===== src/hw/rtl/icsu_pkg.sv =====
package icsu_pkg;

    localparam logic [15:0] SPEED_RESET = 16'd5120;

    // radicand widths of the two square roots
    localparam int DIS_RAD_W = 117;
    localparam int LEN_RAD_W = 63;

    // per-component scaling divider
    localparam int DIV_NUM_W = 48;
    localparam int DIV_DEN_W = 32;
    localparam int DIV_QUO_W = 17;

    localparam int SIDE_W_DEFAULT = 1;

endpackage


===== src/hw/rtl/icsu_isqrt.sv =====
module icsu_isqrt #(
    parameter int IN_W   = icsu_pkg::LEN_RAD_W,
    parameter int SIDE_W = icsu_pkg::SIDE_W_DEFAULT,
    localparam int ROOT_W = (IN_W + 1) / 2
) (
    input  logic              aclk,
    input  logic              aresetn,
    input  logic              en,
    input  logic              in_valid,
    input  logic [IN_W-1:0]   in_rad,
    input  logic [SIDE_W-1:0] in_side,
    output logic              out_valid,
    output logic [ROOT_W-1:0] out_root,
    output logic [SIDE_W-1:0] out_side
);

    localparam int W = 2 * ROOT_W;

    logic [W-1:0]      op_reg   [ROOT_W];
    logic [W-1:0]      res_reg  [ROOT_W];
    logic              v_reg    [ROOT_W];
    logic [SIDE_W-1:0] side_reg [ROOT_W];

    // one result bit per stage, digit-by-digit with remainder
    for (genvar j = 0; j < ROOT_W; j++) begin : g_stage
        localparam int SH = 2 * (ROOT_W - 1 - j);
        logic [W-1:0]      op_in;
        logic [W-1:0]      res_in;
        logic [W-1:0]      trial;
        logic              v_in;
        logic [SIDE_W-1:0] side_in;

        if (j == 0) begin : g_first
            assign op_in   = W'(in_rad);
            assign res_in  = '0;
            assign v_in    = in_valid;
            assign side_in = in_side;
        end else begin : g_rest
            assign op_in   = op_reg[j-1];
            assign res_in  = res_reg[j-1];
            assign v_in    = v_reg[j-1];
            assign side_in = side_reg[j-1];
        end

        assign trial = res_in + (W'(1) << SH);

        always_ff @(posedge aclk) begin
            if (!aresetn) begin
                v_reg[j] <= 1'b0;
            end else if (en) begin
                v_reg[j] <= v_in;
            end
        end

        always_ff @(posedge aclk) begin
            if (en) begin
                if (op_in >= trial) begin
                    op_reg[j]  <= op_in - trial;
                    res_reg[j] <= (res_in >> 1) + (W'(1) << SH);
                end else begin
                    op_reg[j]  <= op_in;
                    res_reg[j] <= res_in >> 1;
                end
                side_reg[j] <= side_in;
            end
        end
    end

    assign out_valid = v_reg[ROOT_W-1];
    assign out_root  = res_reg[ROOT_W-1][ROOT_W-1:0];
    assign out_side  = side_reg[ROOT_W-1];

endmodule


===== config.mk =====
export PLATFORM = sky130hd
export DESIGN_NAME = icsu_isqrt
export DESIGN_NICKNAME = d
export VERILOG_FILES = /design/src/hw/rtl/icsu_pkg.sv /design/src/hw/rtl/icsu_isqrt.sv
export SDC_FILE = /design/constraint.sdc
export NUM_CORES = 2
export LEC_CHECK = 0
export BUFFER_PORTS_ARGS = -buffer_cell sky130_fd_sc_hd__buf_2
export CAP_MARGIN = 10
export CORE_UTILIZATION = 38
export DETAILED_ROUTE_END_ITERATION = 16
export GPL_ROUTABILITY_DRIVEN = 1
export PLACE_DENSITY = 0.62
export SLEW_MARGIN = 20
export SYNTH_ARGS = -nofsm -noshare
export SYNTH_HDL_FRONTEND = slang
export SYNTH_MEMORY_MAX_BITS = 65536
export SYNTH_SLANG_ARGS = --single-unit

===== constraint.sdc =====
create_clock -name aclk -period 3.5 [get_ports aclk]
set_input_delay 0.175 -clock aclk [delete_from_list [all_inputs] [get_ports aclk]]
set_output_delay 0.175 -clock aclk [all_outputs]
set_load 0.01 [all_outputs]

==> results by group <==
Outcome
  • Status: finished, violations left
  • Failing checks: negative setup slack

GRT
  • Global-route wire length before repair: 502000 µm
  • Largest net degree at the start of global routing: 201
  • Vias in the first global route: 83.1k
  • All-layer global routing usage: 0.199
  • Initial antenna violation count: 12
  • Gr ovfl total: 0

Logic synthesis
  • Number of synthesized flops with an enable pin: 2575
  • Synthesized area per cell: 12.4 µm²
  • Yosys Warn Count: 0
  • Mapped Area: 123000 µm²
  • Seq/Total Area, Yosys: 0.627
  • Syn Inst Count: 9906
  • Post-synthesis async set-or-reset flop share: 0
  • Yosys cell types: 85
  • Post-synthesis register bit count: 2576
  • Syn_nets: 10.5k
  • Ys flop type: edfxtp_1

STA
  • Worst Tran Pin Value: 1.11 ns
  • Slew margin rel.: 0.263
  • Clk_skew: 0.0779 ns
  • Fin. max-slew vios: 0
  • Unrepaired setup endpoints after global routing: yes
  • Setup Viol. Count Final: 41
  • Post-route minimum period: 3.69 ns
  • Final hold vios: 0
  • Tcrit/Tclk final: 1.05
  • Hold WS: 0.134 ns
  • Max frequency: 0.271 GHz
  • Setup WS post-layout: -0.187 ns
  • Final TNS setup: -4.33 ns

Setup path
  • WP data required: 4.09 ns
  • Largest incremental delay on the critical path: 0.54 ns
  • Critical-path cell list: or4_4, or3_4, or4_4, or4_4, or3_4, and4bb_2, or3_4, or2_4, nor3_4, xor2_1
  • R2r setup slk: -0.19 ns
  • CP max-delay cell: or4_4
  • CP Launch Type: flop
  • Worst EP arrival: 4.27 ns
  • Critical path class: flop to flop
  • CP Max Fanout: 7
  • CP Capture Type: flop

Hold path
  • Worst Hold Class: input port to flop

Route
  • DR WL/cell: 21.0 µm
  • DRC violations left: 0
  • Vias per cell: 5.28
  • Routed vias: 84.1k
  • First-pass iteration count of the detailed router: 6
  • Total Routed Length: 335000 µm
  • Number of DRC markers in iteration 0: 7163
  • Post-DRT Antenna Nets: 0

Layout
  • Max FFs per register: 1984
  • # fillers: 28.3k
  • Layout overhead on the synthesized area: 23.2%
  • Share of cells above drive strength 1: 0.196
  • # nets final: 12.0k
  • Final Cell Area: 152000 µm²

Place
  • Routability congestion estimate: 0.931
  • Placed Area: 137000 µm²
  • Input/output buffers: 101
  • HPWL after detailed placement: 249000 µm

CTS
  • Clock transition at path regs: 0.06 ns
  • Clk sinks: 2576
  • Clock Path Buffers: 4
  • Root Buffer: clkbuf_16
  • CTS tree: built
  • H-Tree Depth: 5
  • Clock latency on the worst-skew pair: 0.92 ns
  • CTS Buf Count: 288

Power
  • Pwr Total: 0.0964 W
  • Peak supply drop: 595 µV
  • PD cells: 635 nW/µm²
  • Leakage power: 58.2 nW

Flow run
  • MaxCap Viol Count: 0

Die
  • FP Rows: 208
  • Core area: 322000 µm²
  • Initial core utilization: 0.383
  • I/O Pins: 102
  • Die X: 572 µm
  • Die area: 327000 µm²
  • Die height: 572 µm
## routing by layer
| metal | track usage | vias to the layer above | wire length (µm) |
|---|---|---|---|
| met5 | 0 | - | 30 |
| met4 | 0.0579 | 6 | 9760 |
| met3 | 0.0333 | 543 | 21100 |
| met2 | 0.316 | 2484 | 151000 |
| met1 | 0.281 | 41100 | 152000 |
| li1 | - | 40000 | - |
## area by class of cell
class	count	area [µm²]	area share
timing repair buffer	1461	11700	0.0768
clock inverter	170	1850	0.0122
multi-input combinational	6404	45400	0.299
inverter	679	2550	0.0168
antenna	3	7.51	0.0000494
tap	4305	5390	0.0355
clock buffer	345	7640	0.0503
sequential	2576	77300	0.509
## critical path: cells and delay by family (launching register included)
family / cells / cell delay [ns]
xor gates and xnor gates: 1 / 0.15
and+or+nand+nor: 9 / 2.88
DFF: 1 / 0.39
## cell usage after synthesis (all sizes together) (30+ instances only)
cell type	n	area, µm²
or4	70	529
nand4	159	995
nor2b	75	469
xor2	462	4050
nor4	382	2400
nand2	738	2770
edfxtp	2575	77300
nand2b	128	801
a21o	248	1860
nor2	609	2290
and3	88	551
nand3	184	921
a21oi	566	2830
a211oi	44	335
nor3	288	1440
o31ai	35	263
or2	45	282
o211ai	30	225
o21bai	61	458
xnor2	433	3790
mux2	58	653
or3	88	552
and2	35	219
ha	556	6960
o21ai	511	2560
clkbuf	234	878
o21a	92	691
nor4b	46	403
a31oi	44	275
inv	679	2550
## cells by family after synthesis
logic type / share of synthesized area
AO/OA/AOI/OAI: 0.0916
XOR/XNOR: 0.0636
adder cells (fa/ha/maj): 0.0564
buffers and inverters: 0.0284
flip-flops: 0.627
multiplexers: 0.00595
AND/OR/NAND/NOR: 0.127
## report_power, final
group | switching (W) | internal, W
Combinational | 0.0132 | 0.0105
Sequential | 0.00317 | 0.0391
Clock | 0.0125 | 0.0180
## worst paths after layout
kind / start / to / cells past startpoint
setup / recovery: op_reg[1][244]$_DFFE_PP_ / op_reg[1][318]$_DFFE_PP_ / 10
setup reg to reg: op_reg[1][244]$_DFFE_PP_ / op_reg[1][318]$_DFFE_PP_ / 10
hold / removal: in_rad[62] / res_reg[0][62]$_DFFE_PP_ / 3
hold reg to reg: side_reg[1][13]$_DFFE_PP_ / side_reg[1][14]$_DFFE_PP_ / 0
## layout by cell type, fill, tap and decap left out, types with 30 or more instances in the layout
cell type         n
ha_1            524
nor4_1          322
nor2_1          585
a211oi_1         33
clkinv_1         58
mux2_2           58
dlygate4sd3_1   130
o21bai_1         57
buf_2           101
a31oi_1          38
edfxtp_1       2575
nor2b_1          72
inv_1           674
nor3_1          248
or4_1            48
bufinv_16        32
nand2b_1        126
clkbuf_16       300
o21a_1           91
nand4_1         159
buf_4          1156
or3_1            74
nor4b_1          37
nor4_2           34
buf_6            37
nand3_1         172
and3_1           84
clkinv_2         39
o21ai_0         465
a21o_1          247
a21oi_1         535
xnor2_1         421
o211ai_1         30
xor2_1          457
clkbuf_1         46
or2_2            41
nand2_1         720
and2_1           34
## per-stage QoR
stage / instances / utilization / worst slack [ns]
after floorplan: 9906 / - / -0.252
after global placement: 15200 / 0.426 / -0.667
after detailed placement: 15200 / 0.426 / -0.631
after CTS: 15900 / 0.464 / -0.231
after global routing: 15900 / 0.472 / -0.272
final: 15900 / 0.472 / -0.187
## what timing repair did
item	CTS	global route
gates resized for setup	226	375
hold buffers	130	0
endpoints found under the setup margin	379	393
setup buffers	33	63
gates cloned	5	3
hold endpoints to repair	231	0
pin swaps	53	106
Note: power is estimated with default switching activity, not from simulation.
